<file path="src/mhpq_pkg.sv">
// ----------------------------------------------------------------------------
// Max-heap priority queue package
// Shared payload types, codes and controller/datapath interface structs.
// ----------------------------------------------------------------------------
package mhpq_pkg;

	localparam int DEF_CAPACITY  = 256;
	localparam int DEF_KEY_WIDTH = 32;
	localparam int VALUE_W       = 32;
	localparam int COUNT_W       = 9;

	typedef enum logic {
		OP_INSERT  = 1'b0,
		OP_EXTRACT = 1'b1
	} op_t;

	typedef enum logic [1:0] {
		ST_OK    = 2'd0,
		ST_EMPTY = 2'd1,
		ST_FULL  = 2'd2
	} status_t;

	typedef struct packed {
		op_t                        command;
		logic signed [VALUE_W-1:0]  new_value;
	} item_t;

	typedef struct packed {
		logic signed [VALUE_W-1:0]  top_value;
		status_t                    status;
		logic [COUNT_W-1:0]         element_count;
	} result_t;

	typedef enum logic [3:0] {
		S_IDLE,
		S_DECIDE,
		S_UP_CHK,
		S_UP_CMP,
		S_DN_LAST,
		S_DN_KEY,
		S_DN_CHK,
		S_DN_RL,
		S_DN_CMP,
		S_FIN
	} ctl_state_t;

	typedef enum logic [2:0] {
		RD_PARENT,
		RD_ROOT,
		RD_LAST,
		RD_LEFT,
		RD_RIGHT
	} rd_sel_t;

	// Commands from the controller to the datapath.
	typedef struct packed {
		logic    load_item;
		logic    rd_en;
		rd_sel_t rd_sel;
		logic    cap_top;
		logic    cap_key;
		logic    cap_left;
		logic    up_step;
		logic    dn_step;
		logic    wr_key;
		logic    cnt_inc;
		logic    cnt_dec;
		logic    set_status;
		status_t status_code;
		logic    load_out;
	} hpq_cmd_t;

	// Status from the datapath to the controller.
	typedef struct packed {
		logic is_extract;
		logic full;
		logic empty;
		logic at_root;
		logic up_greater;
		logic has_left;
		logic has_right;
		logic best_is_pos;
	} hpq_stat_t;

endpackage

</file>
<file path="src/mhpq_ctrl.sv">
// ----------------------------------------------------------------------------
// Max-heap priority queue controller
// Sequences insert sift-up and extract sift-down steps and owns the result
// valid flag.
// ----------------------------------------------------------------------------
module mhpq_ctrl (
	input  logic                clk,
	input  logic                arst_n,
	input  logic                item_valid,
	output logic                item_stall,
	output logic                result_valid,
	input  logic                result_stall,
	input  mhpq_pkg::hpq_stat_t stat,
	output mhpq_pkg::hpq_cmd_t  cmd
);
	import mhpq_pkg::*;

	ctl_state_t state_q, state_d;
	logic       out_valid_q;
	logic       out_free;

	assign out_free     = !out_valid_q || !result_stall;
	assign item_stall   = (state_q != S_IDLE);
	assign result_valid = out_valid_q;

	always_ff @(posedge clk or negedge arst_n) begin
		if (!arst_n) begin
			state_q     <= S_IDLE;
			out_valid_q <= 1'b0;
		end else begin
			state_q <= state_d;
			if (cmd.load_out)
				out_valid_q <= 1'b1;
			else if (out_valid_q && !result_stall)
				out_valid_q <= 1'b0;
		end
	end

	always_comb begin
		state_d         = state_q;
		cmd             = '0;
		cmd.rd_sel      = RD_ROOT;
		cmd.status_code = ST_OK;
		unique case (state_q)
			S_IDLE: begin
				if (item_valid) begin
					cmd.load_item = 1'b1;
					state_d       = S_DECIDE;
				end
			end
			S_DECIDE: begin
				if (!stat.is_extract) begin
					if (stat.full) begin
						cmd.set_status  = 1'b1;
						cmd.status_code = ST_FULL;
						state_d         = S_FIN;
					end else begin
						cmd.cnt_inc = 1'b1;
						state_d     = S_UP_CHK;
					end
				end else begin
					if (stat.empty) begin
						cmd.set_status  = 1'b1;
						cmd.status_code = ST_EMPTY;
						state_d         = S_FIN;
					end else begin
						cmd.rd_en   = 1'b1;
						cmd.rd_sel  = RD_ROOT;
						cmd.cnt_dec = 1'b1;
						state_d     = S_DN_LAST;
					end
				end
			end
			S_UP_CHK: begin
				if (stat.at_root) begin
					cmd.wr_key = 1'b1;
					state_d    = S_FIN;
				end else begin
					cmd.rd_en  = 1'b1;
					cmd.rd_sel = RD_PARENT;
					state_d    = S_UP_CMP;
				end
			end
			S_UP_CMP: begin
				if (stat.up_greater) begin
					cmd.up_step = 1'b1;
					state_d     = S_UP_CHK;
				end else begin
					cmd.wr_key = 1'b1;
					state_d    = S_FIN;
				end
			end
			S_DN_LAST: begin
				cmd.cap_top = 1'b1;
				cmd.rd_en   = 1'b1;
				cmd.rd_sel  = RD_LAST;
				state_d     = S_DN_KEY;
			end
			S_DN_KEY: begin
				cmd.cap_key = 1'b1;
				state_d     = S_DN_CHK;
			end
			S_DN_CHK: begin
				if (!stat.has_left) begin
					cmd.wr_key = 1'b1;
					state_d    = S_FIN;
				end else begin
					cmd.rd_en  = 1'b1;
					cmd.rd_sel = RD_LEFT;
					state_d    = S_DN_RL;
				end
			end
			S_DN_RL: begin
				cmd.cap_left = 1'b1;
				if (stat.has_right) begin
					cmd.rd_en  = 1'b1;
					cmd.rd_sel = RD_RIGHT;
				end
				state_d = S_DN_CMP;
			end
			S_DN_CMP: begin
				if (stat.best_is_pos) begin
					cmd.wr_key = 1'b1;
					state_d    = S_FIN;
				end else begin
					cmd.dn_step = 1'b1;
					state_d     = S_DN_CHK;
				end
			end
			S_FIN: begin
				// Hold the finished request until the result register is free.
				if (out_free) begin
					cmd.load_out = 1'b1;
					state_d      = S_IDLE;
				end
			end
			default: state_d = S_IDLE;
		endcase
	end

endmodule

</file>
<file path="config.mk">
export PLATFORM = sky130hd
export DESIGN_NAME = mhpq_ctrl
export DESIGN_NICKNAME = d
export VERILOG_FILES = /design/src/mhpq_pkg.sv /design/src/mhpq_ctrl.sv
export SDC_FILE = /design/constraint.sdc
export NUM_CORES = 1
export LEC_CHECK = 0
export BUFFER_PORTS_ARGS = -buffer_cell sky130_fd_sc_hd__buf_2
export CAP_MARGIN = 20
export CORE_UTILIZATION = 34
export CTS_BUF_LIST = sky130_fd_sc_hd__clkbuf_4
export DETAILED_ROUTE_END_ITERATION = 10
export PLACE_DENSITY = 0.7
export SYNTH_ARGS = -nofsm -noshare
export SYNTH_HDL_FRONTEND = slang
export SYNTH_SLANG_ARGS = --single-unit
</file>
<file path="constraint.sdc">
create_clock -name clk -period 3.13 [get_ports clk]
set_input_delay 0.4695 -clock clk [delete_from_list [all_inputs] [get_ports clk]]
set_output_delay 0.4695 -clock clk [all_outputs]
set_load 0.02 [all_outputs]
</file>
== After elaboration in Yosys (flattened, before gate mapping) ==
Index checks and enable logic that the tools add are counted.
Widths: inputs -> output; s select.

* Equality and inequality tests: 11
* Muxes and demuxes: 42
* Reductions and logical operators: 8

{| class="wikitable"
|+ Operators with widths
! kind !! count
|-
| $mux 4 || 14
|-
| $pmux 4 s10 || 1
|-
| $mux 1 || 21
|-
| $pmux 4 s5 || 1
|-
| $eq 4x3->1 const B || 4
|-
| $mux 3 || 3
|-
| $eq 4x2->1 const B || 2
|-
| $eq 4x4->1 const B || 2
|-
| $mux 5 || 1
|-
| $eq 4x1->1 const B || 1
|-
| $logic_not 4->1 || 1
|-
| $ne 2x2->1 const B || 2
|-
| $pmux 1 s4 || 1
|-
| $reduce_bool 4->1 || 1
|-
| $logic_not 1->1 || 2
|-
| $reduce_and 2->1 || 1
|-
| $reduce_bool 2->1 || 1
|-
| $logic_and 1x1->1 || 1
|-
| $logic_or 1x1->1 || 1
|}

* Register bits after elaboration: 5
* Input bits: 12
* Output and inout bits: 19
* Logic and storage cells: 63

== Longest topological paths before layout ==
* Depth in word-level cells: 5
* Gate-level depth with buffers: 6
* Depth with buffers taken out: 4

== Least setup slack after synthesis ==
OpenSTA, ideal clock, no wires.

* Path type: flip-flop to output port
* From: reg state_q[0]
* To: out cmd[15] in the netlist's numbering
* Arrival time: 1.617 ns
* Data required time: 2.660 ns
* Slack: 1.044 ns
* Stages on the path, launching flop included: 6
* Buffers on the path: 1
* Cell sequence: dfrtp_1 clkbuf_1 or3_1 a21boi_0 a21oi_1 o21ai_0

{| class="wikitable"
|+ RTL lines
! item !! RTL line !! source
|-
| start: declaration || mhpq_ctrl.sv:18 || <nowiki>ctl_state_t state_q, state_d;</nowiki>
|-
| start signal: assignment || mhpq_ctrl.sv:31 || <nowiki>state_q <= state_d;</nowiki>
|-
| end: declaration || mhpq_ctrl.sv:14 || <nowiki>output mhpq_pkg::hpq_cmd_t cmd</nowiki>
|}

==> out/qor.yml <==
timing:
  setup_viol: 0
  finalClockSkew_ns: 0.00543
  max_slew_margin_pct: 62.7
  post-route-min-period_ns: 2.59
  holdWs_ns: 0.0303
  hold_viol_final: 0
  setup_tns_ns: 0
  slew_viol_final: 0
  post-route-period-util_pct: 82.7
  rsz0062_at_grt: "false"
  worst_pin_slew_ns: 0.545
  fmax_mhz: 386
pwr:
  power.density_nw_per_um2: 836
  power.leakage_nw: 0.381
  peakVddDrop_mv: 0.458
grt:
  overflow: 0
  grt_pass1_vias: 523
  track_usage_pct: 15.5
  grt_pass1_wl_um: 2130
  grt_max_degree: 21
  antenna_found_initial: 0
clock_tree:
  cts_setup_buffers: 0
  cts_root_buffer: "clkbuf_4"
  clock_latency_ns: 0.24
  htree_levels: 1
  clk_pin_slew_ns: 0.05
  cts_tree: "done"
  cts_buffers: 3
  cts_resized: 0
  clock_path_buffers: 2
  clkSinkCount: 5
  ctsHoldBuffers: 0
critical_path:
  cp_slowest_cell: "dfrtp_1"
  slowest_delay_ns: 0.65
  crit_arrival_ns: 2.12
  cp.required_ns: 2.66
  setup.worst_path.class: "reg2out"
  worstSetupStartpointType: "register"
  crit_path_end_kind: "primary output"
  worst-path-max-fanout: 20
  crit_chain: "or4b_4 > or3b_4 > o21ai_0 > buf_2"
logic_synthesis:
  synth_area_um2: 532
  avgSynthCellArea_um2: 7.00
  yosysSeqAreaShare_pct: 23.5
  yosys_warnings: 0
  postSynthCellCount: 76
  ys_ff_latch: 5
  synth_cell_type_count: 31
  syn_nets: 88
detailed_routing:
  via_count: 643
  route.detailed.drc: 0
  drtIter0Drc: 7
  viasPerCell: 5.36
  ant_nets: 0
  drt_wl_total_um: 1330
  dr.pass1.iters: 3
  wire_per_inst_um: 11.1
floorplanning:
  rows: 13
  start_util_pct: 38.5
  fp.coreArea_um2: 1380
  fp.dieW_um: 41.5
  pin_count: 31
  die_area_um2: 1730
  die_height_um: 41.5
job:
  maxCapViolations: 0
status:
  outcome: "finished clean"
placed_design:
  gp_congestion: 0.759
  dp_hpwl_um: 1030
  portBuffers: 30
worst_hold_path:
  hold_class: "in2async"
cells_and_area:
  area_growth_syn_to_layout_pct: 33.2
  num_antenna_cells: 0
  drive_gt1_share_pct: 35.2
  final_nets: 118
==> logic make-up (layout without fill, tap and decap cells) <==
| logic type | count (synthesis) | in the layout | share of synthesized area, % |
|---|---|---|---|
| simple gates | 47 | 47 | 51.5 |
| flops | 5 | 5 | 23.5 |
| mux | 1 | 1 | 1.88 |
| buf+inv | 7 | 36 | 5.18 |
| compound gates | 16 | 16 | 17.9 |
==> critical path, delay by kind of cell (launching register included) <==
kind | cells | cell delay (ns)
buf+inv | 1 | 0.19
flops | 1 | 0.65
simple gates | 2 | 0.96
compound gates | 1 | 0.08
==> cells in the mapped netlist (all sizes together) <==
cell | instances | area, µm²
a2111oi | 1 | 8.76
a21boi | 1 | 7.51
a21oi | 7 | 35.0
a2bb2oi | 1 | 8.76
and2 | 1 | 6.26
and3 | 2 | 12.5
and4 | 1 | 8.76
buf | 1 | 5.00
clkbuf | 4 | 15.0
dfrtp | 5 | 125
inv | 2 | 7.51
mux2i | 1 | 10.0
nand2 | 7 | 26.3
nand2b | 5 | 31.3
nand3 | 1 | 5.00
nand3b | 1 | 7.51
nor2 | 10 | 37.5
nor2b | 2 | 12.5
nor3 | 6 | 30.0
nor3b | 1 | 7.51
nor4 | 1 | 6.26
nor4b | 1 | 8.76
o21ai | 4 | 20.0
o21bai | 1 | 7.51
o31ai | 1 | 7.51
or2 | 1 | 6.26
or2b | 1 | 7.51
or3 | 2 | 12.5
or3b | 1 | 11.3
or4b | 1 | 13.8
or4bb | 2 | 22.5
==> report_power, final <==
part	leakage, nW	switching (mW)	internal, mW
registers	0.0650	0.0833	0.0892
clock network	0.0177	0.0266	0.0462
logic	0.299	0.199	0.148
==> final timing paths <==
path / start / end / slack (ns) / cells after the start
max: state_q[0] / cmd[15] / 0.54 / 4
min: arst_n / state_q[2] / 0.03 / 1
max reg2reg: state_q[0] / state_q[2] / 1.35 / 3
min reg2reg: result_valid / result_valid / 0.54 / 2
max in group asynchronous: arst_n / result_valid / 2.97 / 1
min in group clk: result_stall / result_valid / 0.48 / 3
==> state kept, by name (all words and copies together), names as in the netlist <==
signal,cells
result_valid,1
state_q,4
==> cells in the final DEF, fill, tap and decap left out, drive strengths merged, types with 2 or more instances in the layout <==
| master | count |
|---|---|
| nor2 | 10 |
| buf | 30 |
| dfrtp | 5 |
| o21ai | 4 |
| or3 | 2 |
| or4bb | 2 |
| nor3 | 6 |
| nand2b | 5 |
| a21oi | 7 |
| nor2b | 2 |
| and3 | 2 |
| nand2 | 7 |
| clkbuf | 3 |
| inv | 2 |
==> per-layer routing <==
metal	vias to the layer above	global-route usage, %	wire length (µm)
li1	331	-	-
met5	-	0	0
met4	0	7.74	0
met3	0	1.74	55
met2	15	25.9	662
met1	297	19.6	613
==> area by class of cell <==
cell class | count | area, µm²
Inverter | 2 | 7.51
Multi-Input combinational cell | 64 | 379
Clock inverter | 1 | 5.00
Timing Repair Buffer | 30 | 150
Clock buffer | 3 | 22.5
Tap cell | 15 | 18.8
Fill cell | 149 | 674
Sequential cell | 5 | 125
==> per-stage QoR <==
stage,util (%),power (mW),cell area (µm²),cells,worst slack (ns)
finish,51.2,0.592,708,120,0.541
global route,51.2,0.647,708,120,0.409
CTS,51.2,0.598,708,120,0.535
detailed placement,49.2,0.520,681,116,0.816
global placement,49.2,0.518,681,116,0.843
floorplan,-,0.422,532,76,1.04
(Power assumes the default switching activity.)
